===== config.mk =====
export PLATFORM = sky130hd
export DESIGN_NAME = ccks_queue
export DESIGN_NICKNAME = d
export VERILOG_FILES = /design/src/rtl/ccks_pkg.sv /design/src/rtl/ccks_queue.sv
export SDC_FILE = /design/constraint.sdc
export NUM_CORES = 1
export LEC_CHECK = 0
export ABC_AREA = 1
export BUFFER_PORTS_ARGS = -buffer_cell sky130_fd_sc_hd__buf_2
export CAP_MARGIN = 10
export CORE_UTILIZATION = 30
export DETAILED_ROUTE_END_ITERATION = 16
export SLEW_MARGIN = 20
export SYNTH_ARGS = -nofsm -noshare
export SYNTH_HDL_FRONTEND = slang
export SYNTH_SLANG_ARGS = --single-unit

===== constraint.sdc =====
create_clock -name clk_i -period 3.6 [get_ports clk_i]
set_clock_uncertainty 0.2 [all_clocks]
set_input_delay 0.54 -clock clk_i [delete_from_list [all_inputs] [get_ports clk_i]]
set_output_delay 0.54 -clock clk_i [all_outputs]
set_load 0.01 [all_outputs]

===== src/rtl/ccks_pkg.sv =====
// Shared types, constants and round functions for the ChaCha20 keystream generator.
`default_nettype none

package ccks_pkg;

  // Block constants ("expand 32-byte k")
  localparam logic [31:0] Sigma0 = 32'h61707865;
  localparam logic [31:0] Sigma1 = 32'h3320646e;
  localparam logic [31:0] Sigma2 = 32'h79622d32;
  localparam logic [31:0] Sigma3 = 32'h6b206574;

  localparam int DoubleRounds = 10;
  localparam int NumRounds    = 2 * DoubleRounds;
  localparam int RndW         = $clog2(NumRounds);
  localparam logic [RndW-1:0] LastRound = RndW'(NumRounds - 1);

  // Configuration register file
  localparam int NumRegs = 6;
  localparam int PaddrW  = $clog2(8 * NumRegs);
  localparam int DataW   = 64;

  typedef enum logic [2:0] {
    REG_KEY0       = 3'd0,
    REG_KEY1       = 3'd1,
    REG_KEY2       = 3'd2,
    REG_KEY3       = 3'd3,
    REG_NONCE_LOW  = 3'd4,
    REG_NONCE_HIGH = 3'd5
  } reg_idx_e;

  // Largest block slice in bytes
  localparam logic [6:0] MaxBytes = 7'd64;

  typedef struct packed {
    logic [6:0] want_bytes;
    logic       restart;
  } req_t;

  typedef struct packed {
    logic [63:0] random_word;
    logic [3:0]  valid_bytes;
    logic        last;
  } res_t;

  // One block job handed from the front end to the core
  typedef struct packed {
    logic [31:0] counter;
    logic [6:0]  want;
  } job_t;

  typedef struct packed {
    logic [3:0][63:0] key_word;
    logic [63:0]      nonce_low;
    logic [31:0]      nonce_high;
  } cfg_t;

  typedef logic [15:0][31:0] state_t;
  typedef logic [3:0][31:0]  quad_t;

  typedef enum logic [1:0] {
    CORE_IDLE,
    CORE_ROUND,
    CORE_FINISH
  } core_state_e;

  // Build the sixteen input words of a block
  function automatic state_t init_state(cfg_t cfg, logic [31:0] ctr);
    state_t s;
    s[0] = Sigma0;
    s[1] = Sigma1;
    s[2] = Sigma2;
    s[3] = Sigma3;
    for (int i = 0; i < 4; i++) begin
      s[4 + 2*i] = cfg.key_word[i][31:0];
      s[5 + 2*i] = cfg.key_word[i][63:32];
    end
    s[12] = ctr;
    s[13] = cfg.nonce_low[31:0];
    s[14] = cfg.nonce_low[63:32];
    s[15] = cfg.nonce_high;
    return s;
  endfunction

  // One quarter round; word 0 is a, 1 is b, 2 is c, 3 is d
  function automatic quad_t quarter(quad_t q);
    logic [31:0] a, b, c, d;
    quad_t r;
    a = q[0]; b = q[1]; c = q[2]; d = q[3];
    a = a + b; d = d ^ a; d = {d[15:0], d[31:16]};
    c = c + d; b = b ^ c; b = {b[19:0], b[31:20]};
    a = a + b; d = d ^ a; d = {d[23:0], d[31:24]};
    c = c + d; b = b ^ c; b = {b[24:0], b[31:25]};
    r[0] = a; r[1] = b; r[2] = c; r[3] = d;
    return r;
  endfunction

endpackage

`default_nettype wire


===== src/rtl/ccks_queue.sv =====
// Two-entry job queue between the front end and the core.
`default_nettype none

module ccks_queue (
  input  wire logic           clk_i,
  input  wire logic           rst_ni,
  input  wire logic           push_i,
  input  wire ccks_pkg::job_t job_i,
  output logic                space_o,
  output logic                valid_o,
  input  wire logic           pop_i,
  output ccks_pkg::job_t      job_o
);
  import ccks_pkg::*;

  job_t       mem_q [2];
  logic       wr_q, rd_q;
  logic [1:0] cnt_q;

  assign space_o = (cnt_q != 2'd2);
  assign valid_o = (cnt_q != 2'd0);
  assign job_o   = mem_q[rd_q];

  // Store jobs
  always_ff @(posedge clk_i) begin
    if (push_i) begin
      mem_q[wr_q] <= job_i;
    end
  end

  // Advance pointers and fill count
  always_ff @(posedge clk_i or negedge rst_ni) begin
    if (!rst_ni) begin
      wr_q  <= 1'b0;
      rd_q  <= 1'b0;
      cnt_q <= 2'd0;
    end else begin
      if (push_i) begin
        wr_q <= ~wr_q;
      end
      if (pop_i) begin
        rd_q <= ~rd_q;
      end
      if (push_i && !pop_i) begin
        cnt_q <= cnt_q + 2'd1;
      end else if (pop_i && !push_i) begin
        cnt_q <= cnt_q - 2'd1;
      end
    end
  end

endmodule

`default_nettype wire


==> results.sh <==
export IMPL_die_w_um=103
export IMPL_root_buffer="clkbuf_8"
export IMPL_antennaDiodeCount=0
export IMPL_grt_pass1_wl_mm=7.40
export IMPL_worstMarginPinSlew_ns=0.919
export IMPL_yosysWarningCount=0
export IMPL_clock_path_buffers=2
export IMPL_design_area_mm2=0.00384
export IMPL_slew_violations=0
export IMPL_wire_per_inst_um=13.4
export IMPL_register_area_mm2=0.00244
export IMPL_power_density_mw_per_mm2=760
export IMPL_hp_class="in2reg"
export IMPL_drv_cap=0
export IMPL_finish_net_count=282
export IMPL_hold_violations=0
export IMPL_start_kind="flop"
export IMPL_start_util_pct=31.0
export IMPL_hold_end="mem_q[1][38]"
export IMPL_drc=0
export IMPL_synth_seq_cells=82
export IMPL_die_area_mm2=0.0105
export IMPL_post_route_util_pct=39.3
export IMPL_reg2reg_to="mem_q[0][7]"
export IMPL_syn2layout_area_growth_pct=26.6
export IMPL_status="complete, no violations"
export IMPL_grtUsageTotal_pct=9.93
export IMPL_cts_sinks=82
export IMPL_synth_nets=190
export IMPL_drive_above_1_share_pct=58.0
export IMPL_row_count=36
export IMPL_peakVddDrop_mv=0.277
export IMPL_rr_startpoint="wr_q"
export IMPL_relSlewSlack_pct=38.7
export IMPL_die_y_um=103
export IMPL_p_leak_nw=1.46
export IMPL_cts_buffers=9
export IMPL_synthesis_area_mm2=0.00303
export IMPL_cts_max_level=3
export IMPL_dpl_cell_area_mm2=0.00359
export IMPL_syn_avg_cell_area_um2=20.8
export IMPL_required_ns=2.86
export IMPL_hold_depth=1
export IMPL_cp_end_kind="output pin"
export IMPL_clk_pin_slew_worst_paths_ns=0.08
export IMPL_grt_max_degree=41
export IMPL_path_class="reg2out"
export IMPL_via_per_inst=4.21
export IMPL_crit_arrival_ns=1.90
export IMPL_clk_latency_ns=0.34
export IMPL_synthCells=146
export IMPL_hold_start="job_i[38]"
export IMPL_core_area_mm2=0.00977
export IMPL_slowest_delay_ns=0.98
export IMPL_grt_setup_unrepaired="false"
export IMPL_totalWireLength_mm=5.03
export IMPL_num_fill_cells=925
export IMPL_cp_slowest_cell="dfrtp_2"
export IMPL_synth_cell_types=12
export IMPL_ios=84
export IMPL_drt_iter0_drc=32
export IMPL_drtAntennaViolNets=0
export IMPL_cts_tree="yes"
export IMPL_grt_pass1_vias=1601
export IMPL_cts_resized=0
export IMPL_setup_violations=0
export IMPL_worst_r2r_path_depth=2
export IMPL_fin_crit_ns=2.64
export IMPL_grt_ovfl_total=0
export IMPL_crit_fanout=40
export IMPL_portBuffers=83
export IMPL_place_gp_congestion=0.697
export IMPL_yosysSeqAreaShare_pct=80.5
export IMPL_multi_input_area_um2=527
export IMPL_crit_chain="mux2_2, buf_2"
export IMPL_vias=1583
export IMPL_fin_crit_sh_pct=73.3
export IMPL_r2r_slack_ns=1.65
export IMPL_place_hpwl_mm=3.05
export IMPL_drt_pass1_iter_count=4
export IMPL_whs_ns=0.178
export IMPL_grt_antenna_before_repair=0
export IMPL_tns_ns=0
export IMPL_power_w=0.00292
export IMPL_fmax_ghz=0.379
==> cells by family after synthesis <==
kind of cell	after synthesis	share of synthesized area, %
XOR/XNOR	3	0.866
buffers and inverters	11	2.35
AND/OR/NAND/NOR	10	1.36
adder cells (fa/ha/maj)	1	0.412
flip-flops	82	80.5
multiplexers	39	14.5
==> final cells by class <==
type	count	share of cell area (%)
repair buffers	85	11.3
well taps	133	4.33
flip-flops and latches	82	63.6
inverters	7	0.684
multi-input cells	53	13.7
clock inverters	5	2.67
clock buffers	11	3.68
==> layout by cell type (no fill, tap or decap), drive strengths merged <==
cell / n
buf: 84
edfxtp: 78
mux2: 39
clkbuf: 11
nand2: 7
inv: 7
dfrtp: 4
bufinv: 3
xor2: 2
nor2: 1
xnor2: 1
nand3: 1
nand4: 1
ha: 1
clkinv: 1
clkinvlp: 1
dlygate4sd3: 1
==> sequential cells by signal, indices dropped and copies added, names as in the netlist <==
signal  flops
cnt_q       2
mem_q      78
rd_q        1
wr_q        1
==> through the flow <==
| stage | cells | setup slack (ns) |
|---|---|---|
| after floorplan | 146 | 0.743 |
| after global routing | 376 | 0.811 |
| after detailed placement | 359 | 1.24 |
| after global placement | 359 | 1.26 |
| after CTS | 376 | 0.859 |
| final | 376 | 0.960 |
==> per-layer routing <==
metal	part of all wire (%)	wire length, µm	GRT usage [%]
met4	1.9	93	5.27
met5	0	0	0
met1	41	2090	10.5
met3	6.1	306	4.00
met2	51	2540	17.0
==> synth_stat cells <==
library cell | number | area share, %
edfxtp_1 | 78 | 77
xnor2_1 | 1 | 0.29
nor2_1 | 1 | 0.12
dfrtp_1 | 4 | 3.3
xor2_1 | 2 | 0.58
mux2_2 | 39 | 14
ha_1 | 1 | 0.41
inv_1 | 7 | 0.87
nand3_1 | 1 | 0.16
nand4_1 | 1 | 0.21
nand2_1 | 7 | 0.87
buf_6 | 4 | 1.5
==> critical path: cells and delay by family, from the launching register on <==
family | cells | cell delay, ns
buf+inv | 1 | 0.14
flops | 1 | 0.98
mux | 1 | 0.42
==> power breakdown <==
part	switching (W)	internal [W]
Sequential	0.000136	0.00127
Clock	0.000314	0.000479
Combinational	0.000350	0.000370
==> what timing repair did <==
action / in CTS / in global routing
endpoints found under the hold margin: 4 / 0
hold buffers: 1 / 0
buffers inserted: 0 / 0
==> worst max path at each step <==
stage	startpoint	endpoint
floorplan	push_i	mem_q[0][0]
global placement	rd_q	job_o[20]
CTS	rd_q	job_o[20]
detailed placement	rd_q	job_o[20]
global route	rd_q	job_o[20]
finish	rd_q	job_o[11]
Power figures use the tool's default switching activity.
