`config.mk`:
```
export PLATFORM = sky130hd
export DESIGN_NAME = ccks_front
export DESIGN_NICKNAME = d
export VERILOG_FILES = /design/src/rtl/ccks_pkg.sv /design/src/rtl/ccks_front.sv
export SDC_FILE = /design/constraint.sdc
export NUM_CORES = 1
export LEC_CHECK = 0
export BUFFER_PORTS_ARGS = -buffer_cell sky130_fd_sc_hd__buf_2
export CORE_UTILIZATION = 52
export DETAILED_ROUTE_END_ITERATION = 6
export MAX_ROUTING_LAYER = met4
export PLACE_DENSITY_LB_ADDON = 0.25
export SLEW_MARGIN = 40
export SYNTH_ARGS = -nofsm -noshare
export SYNTH_HDL_FRONTEND = slang
export SYNTH_SLANG_ARGS = --single-unit
```
`constraint.sdc`:
```
create_clock -name clk_i -period 2.4 [get_ports clk_i]
set_clock_uncertainty 0.2 [all_clocks]
set_input_delay 0.12 -clock clk_i [delete_from_list [all_inputs] [get_ports clk_i]]
set_output_delay 0.12 -clock clk_i [all_outputs]
set_load 0.005 [all_outputs]
```
`src/rtl/ccks_pkg.sv`:
```
// Shared types, constants and round functions for the ChaCha20 keystream generator.
`default_nettype none

package ccks_pkg;

  // Block constants ("expand 32-byte k")
  localparam logic [31:0] Sigma0 = 32'h61707865;
  localparam logic [31:0] Sigma1 = 32'h3320646e;
  localparam logic [31:0] Sigma2 = 32'h79622d32;
  localparam logic [31:0] Sigma3 = 32'h6b206574;

  localparam int DoubleRounds = 10;
  localparam int NumRounds    = 2 * DoubleRounds;
  localparam int RndW         = $clog2(NumRounds);
  localparam logic [RndW-1:0] LastRound = RndW'(NumRounds - 1);

  // Configuration register file
  localparam int NumRegs = 6;
  localparam int PaddrW  = $clog2(8 * NumRegs);
  localparam int DataW   = 64;

  typedef enum logic [2:0] {
    REG_KEY0       = 3'd0,
    REG_KEY1       = 3'd1,
    REG_KEY2       = 3'd2,
    REG_KEY3       = 3'd3,
    REG_NONCE_LOW  = 3'd4,
    REG_NONCE_HIGH = 3'd5
  } reg_idx_e;

  // Largest block slice in bytes
  localparam logic [6:0] MaxBytes = 7'd64;

  typedef struct packed {
    logic [6:0] want_bytes;
    logic       restart;
  } req_t;

  typedef struct packed {
    logic [63:0] random_word;
    logic [3:0]  valid_bytes;
    logic        last;
  } res_t;

  // One block job handed from the front end to the core
  typedef struct packed {
    logic [31:0] counter;
    logic [6:0]  want;
  } job_t;

  typedef struct packed {
    logic [3:0][63:0] key_word;
    logic [63:0]      nonce_low;
    logic [31:0]      nonce_high;
  } cfg_t;

  typedef logic [15:0][31:0] state_t;
  typedef logic [3:0][31:0]  quad_t;

  typedef enum logic [1:0] {
    CORE_IDLE,
    CORE_ROUND,
    CORE_FINISH
  } core_state_e;

  // Build the sixteen input words of a block
  function automatic state_t init_state(cfg_t cfg, logic [31:0] ctr);
    state_t s;
    s[0] = Sigma0;
    s[1] = Sigma1;
    s[2] = Sigma2;
    s[3] = Sigma3;
    for (int i = 0; i < 4; i++) begin
      s[4 + 2*i] = cfg.key_word[i][31:0];
      s[5 + 2*i] = cfg.key_word[i][63:32];
    end
    s[12] = ctr;
    s[13] = cfg.nonce_low[31:0];
    s[14] = cfg.nonce_low[63:32];
    s[15] = cfg.nonce_high;
    return s;
  endfunction

  // One quarter round; word 0 is a, 1 is b, 2 is c, 3 is d
  function automatic quad_t quarter(quad_t q);
    logic [31:0] a, b, c, d;
    quad_t r;
    a = q[0]; b = q[1]; c = q[2]; d = q[3];
    a = a + b; d = d ^ a; d = {d[15:0], d[31:16]};
    c = c + d; b = b ^ c; b = {b[19:0], b[31:20]};
    a = a + b; d = d ^ a; d = {d[23:0], d[31:24]};
    c = c + d; b = b ^ c; b = {b[24:0], b[31:25]};
    r[0] = a; r[1] = b; r[2] = c; r[3] = d;
    return r;
  endfunction

endpackage

`default_nettype wire

```
`src/rtl/ccks_front.sv`:
```
// Front end: accepts requests, keeps the block counter and queues block jobs.
`default_nettype none

module ccks_front (
  input  wire logic          clk_i,
  input  wire logic          rst_ni,
  input  wire logic          in_valid_i,
  output logic               in_ready_o,
  input  wire ccks_pkg::req_t in_data_i,
  input  wire logic          space_i,
  output logic               push_o,
  output ccks_pkg::job_t     job_o
);
  import ccks_pkg::*;

  logic [31:0] ctr_q, ctr_d;
  logic [31:0] ctr_base;
  logic        accept;
  logic        zero_req;

  assign in_ready_o = space_i;
  assign accept     = in_valid_i && space_i;
  assign zero_req   = (in_data_i.want_bytes == 7'd0);

  // Classify the request: restart, empty request, oversized request
  always_comb begin
    ctr_base    = in_data_i.restart ? 32'd0 : ctr_q;
    ctr_d       = ctr_q;
    push_o      = 1'b0;
    job_o.counter = ctr_base;
    job_o.want  = in_data_i.want_bytes[6] ? MaxBytes : in_data_i.want_bytes;
    if (accept) begin
      ctr_d  = zero_req ? ctr_base : ctr_base + 32'd1;
      push_o = !zero_req;
    end
  end

  // Hold the block counter
  always_ff @(posedge clk_i or negedge rst_ni) begin
    if (!rst_ni) begin
      ctr_q <= '0;
    end else begin
      ctr_q <= ctr_d;
    end
  end

endmodule

`default_nettype wire

```
==> reports/results.tsv <==
metric	value	unit
commonest cells after routing, fill and taps aside	52 x buf_2, 47 x nand2_1, 37 x nor2b_1	
final hold vios	0	
gr usage total	24.4	%
post-synthesis async set-or-reset flop share	100	%
Buf+Inv Stages, Crit Path	0	
most common cell after layout, fill and taps aside	buf_2	
TNS Setup	0	ns
Final period util	94.3	%
first-pass GRT wire length	7250	um
M1 GR Usage	30.0	%
max-slew violations	0	
CP Capture Type	register	
clock transition at the registers of the reported paths	0.06	ns
post-route ant nets	0	
Detailed Route Iter0 Violations	88	
Final setup viols	0	
DIE AREA	0.00400	sq mm
cts bufs inserted	5	
drc violations	0	
largest net degree at the start of global routing	33	
top fanout value on the critical path	9	
CTS max path bufs	2	
Int Pwr	890	uW
Starting Density	56.2	%
CTS root buf	clkbuf_8	
post-detail-place hpwl	3110	um
relative slew slack	51.7	%
top flop regs	ctr_q x32	
max cap viols	0	
clk_lat worst skew	0.29	ns
Die Span Y	63.2	um
fin nets	288	
layout cells sized above 1	25.7	%
GRT overflow	0	
Placer Congestion	0.831	
Mapped Cells	220	
core area	0.00347	sq mm
hold path startpoint	in_data_i[5]	
DR pass1 iterations	4	
Die Width	63.2	um
routed len/inst	13.6	um
crit-path max cell delay	0.44	ns
PwrDens	486	mW/mm^2
# IOs	53	
antenna violations before repair	0	
Least-Margin Pin Slew	0.724	ns
synthesized area per cell	8.87	sq um
max FFs per register	32	
worst path cell trace	nor2b_1 > ha_1 > nand2_1 > nor4_1 > and4_2 > nand4_1 > xor2_1	
Hold WS	0.125	ns
CP top delay family	simple AND/OR/NAND/NOR gates	
clk sinks	32	
worst path arrival time	2.24	ns
M2 GR Usage	38.6	%
fillers	307	
CTS tree	built	
Tmin final	2.26	ns
Via density	5.34	
crit start category	register	
Setup CP Type	reg2reg	
synthesized flop and latch total	32	
synth warn	0	
Syn Nets	233	
r2r setup slk	0.14	ns
Post-CTS Repair Setup Buffers	0	
Comb pwr share	7.6	%
RSZ-0062 raised after global routing	false	
Post-Route WL	4370	um
run status	completed	
cell row count	21	
IO Port Bufs	52	
sw frac	22.8	%
Clk pwr share	44.5	%
Max rail drop VDD	0.000484	V
worst min-delay path class	in2reg	
gr busiest metal	met2	
number of global-route vias before repair	1635	
CP required	2.37	ns
R2R Path End	ctr_q[18]	
RR Startpoint	ctr_q[1]	
Ant. Diodes	0	
top_reg_cell synth	dfrtp_1	
area delta synth->final	21.6	%
Max Freq	442	MHz
Netlist cell types	35	
routed vias	1719	
R2R cell count	7	
Post-synth EDFFs	0	
# H-tree levels	2	
sequential share of power	48.0	%
NetSw	262	uW
sequential share of the synthesized area	41.1	%
Most flops, register	ctr_q	
Hold Path Stages	4	
hold endpoint	ctr_q[0]	
CP max stage cell	and4_2	
leakage	0.00108	uW
Synth Cell Area	0.00195	sq mm
met3 Use GR	5.07	%
-- cell type report --
class / count / area (sq um) / share of cell area, %
repair buffers: 58 / 308 / 13.0
well taps: 46 / 57.6 / 2.43
clock inverters: 2 / 35.0 / 1.48
flip-flops and latches: 32 / 801 / 33.8
inverters: 4 / 15.0 / 0.633
multi-input cells: 174 / 1080 / 45.7
clock buffers: 6 / 72.6 / 3.06
-- cell usage after synthesis (2+ instances only) --
master    instances  area, sq um
nand2_1          47          176
nor2b_1          37          231
dfrtp_1          32          801
xor2_1           24          210
nand3_1          11         55.1
nand4_1           8         50.1
clkbuf_1          7         26.3
nor2_1            7         26.3
xnor2_1           6         52.6
nor3_1            4         20.0
and2_1            3         18.8
and3b_1           3         26.3
inv_1             3         11.3
nand4b_1          3         26.3
nor4_1            3         18.8
and4_1            2         17.5
buf_4             2         15.0
-- power groups by stage --
stage	clock, uW	sequential [uW]	combinational [uW]
finish	512	553	87.2
global route	532	555	97.4
CTS	518	553	88.7
detailed placement	0	563	87.1
global placement	0	563	84.6
floorplan	0	562	45.0
-- through the flow --
step           worst slack [ns]  power, uW  util (%)  instances  area [sq um]
3_5_place_dp              0.146        650      65.0        313          2250
5_1_grt                  0.0255       1180      68.4        322          2370
2_1_floorplan             0.269        607         -        220          1950
6_report                  0.136       1150      68.4        322          2370
4_1_cts                   0.123       1160      68.4        322          2370
3_3_place_gp              0.253        647      65.0        313          2250
-- metal layers --
| layer | up-vias | part of all wire, % |
|---|---|---|
| met5 | - | 0 |
| met4 | 0 | 1.6 |
| met3 | 7 | 4.1 |
| met2 | 49 | 47 |
| met1 | 830 | 47 |
| li1 | 833 | - |
-- worst max path at each step --
stage | end | slack [ns] | cells after the start | from
after detailed placement | ctr_q[20] | 0.15 | 7 | ctr_q[1]
final | ctr_q[18] | 0.14 | 7 | ctr_q[1]
after global routing | ctr_q[18] | 0.03 | 7 | ctr_q[1]
after CTS | ctr_q[18] | 0.12 | 7 | ctr_q[1]
after global placement | ctr_q[20] | 0.25 | 7 | ctr_q[1]
after floorplan | ctr_q[18] | 0.27 | 10 | in_data_i[0]
-- worst register-to-register path: cells and delay by family, from the launching register on --
family / cells / cell delay [ns]
flip-flops: 1 / 0.35
AND/OR/NAND/NOR: 5 / 1.24
XOR/XNOR: 1 / 0.17
adder cells (fa/ha/maj): 1 / 0.21
-- logic make-up (layout without fill, tap and decap cells) --
group,count (synthesis),in the layout,share of synthesized area (%)
AO/OA/AOI/OAI,5,5,2.31
XOR/XNOR,30,30,13.5
adder cells (fa/ha/maj),1,1,0.641
buffers and inverters,14,70,3.46
flip-flops,32,32,41.1
AND/OR/NAND/NOR,138,138,39.1
-- what timing repair did --
action / CTS / global route
hold buffers: 1 / 0
endpoints found under the hold margin: 32 / 0
setup endpoints to repair: 0 / 3
gates resized for setup: 0 / 1
Note: power is estimated with default switching activity, not from simulation.
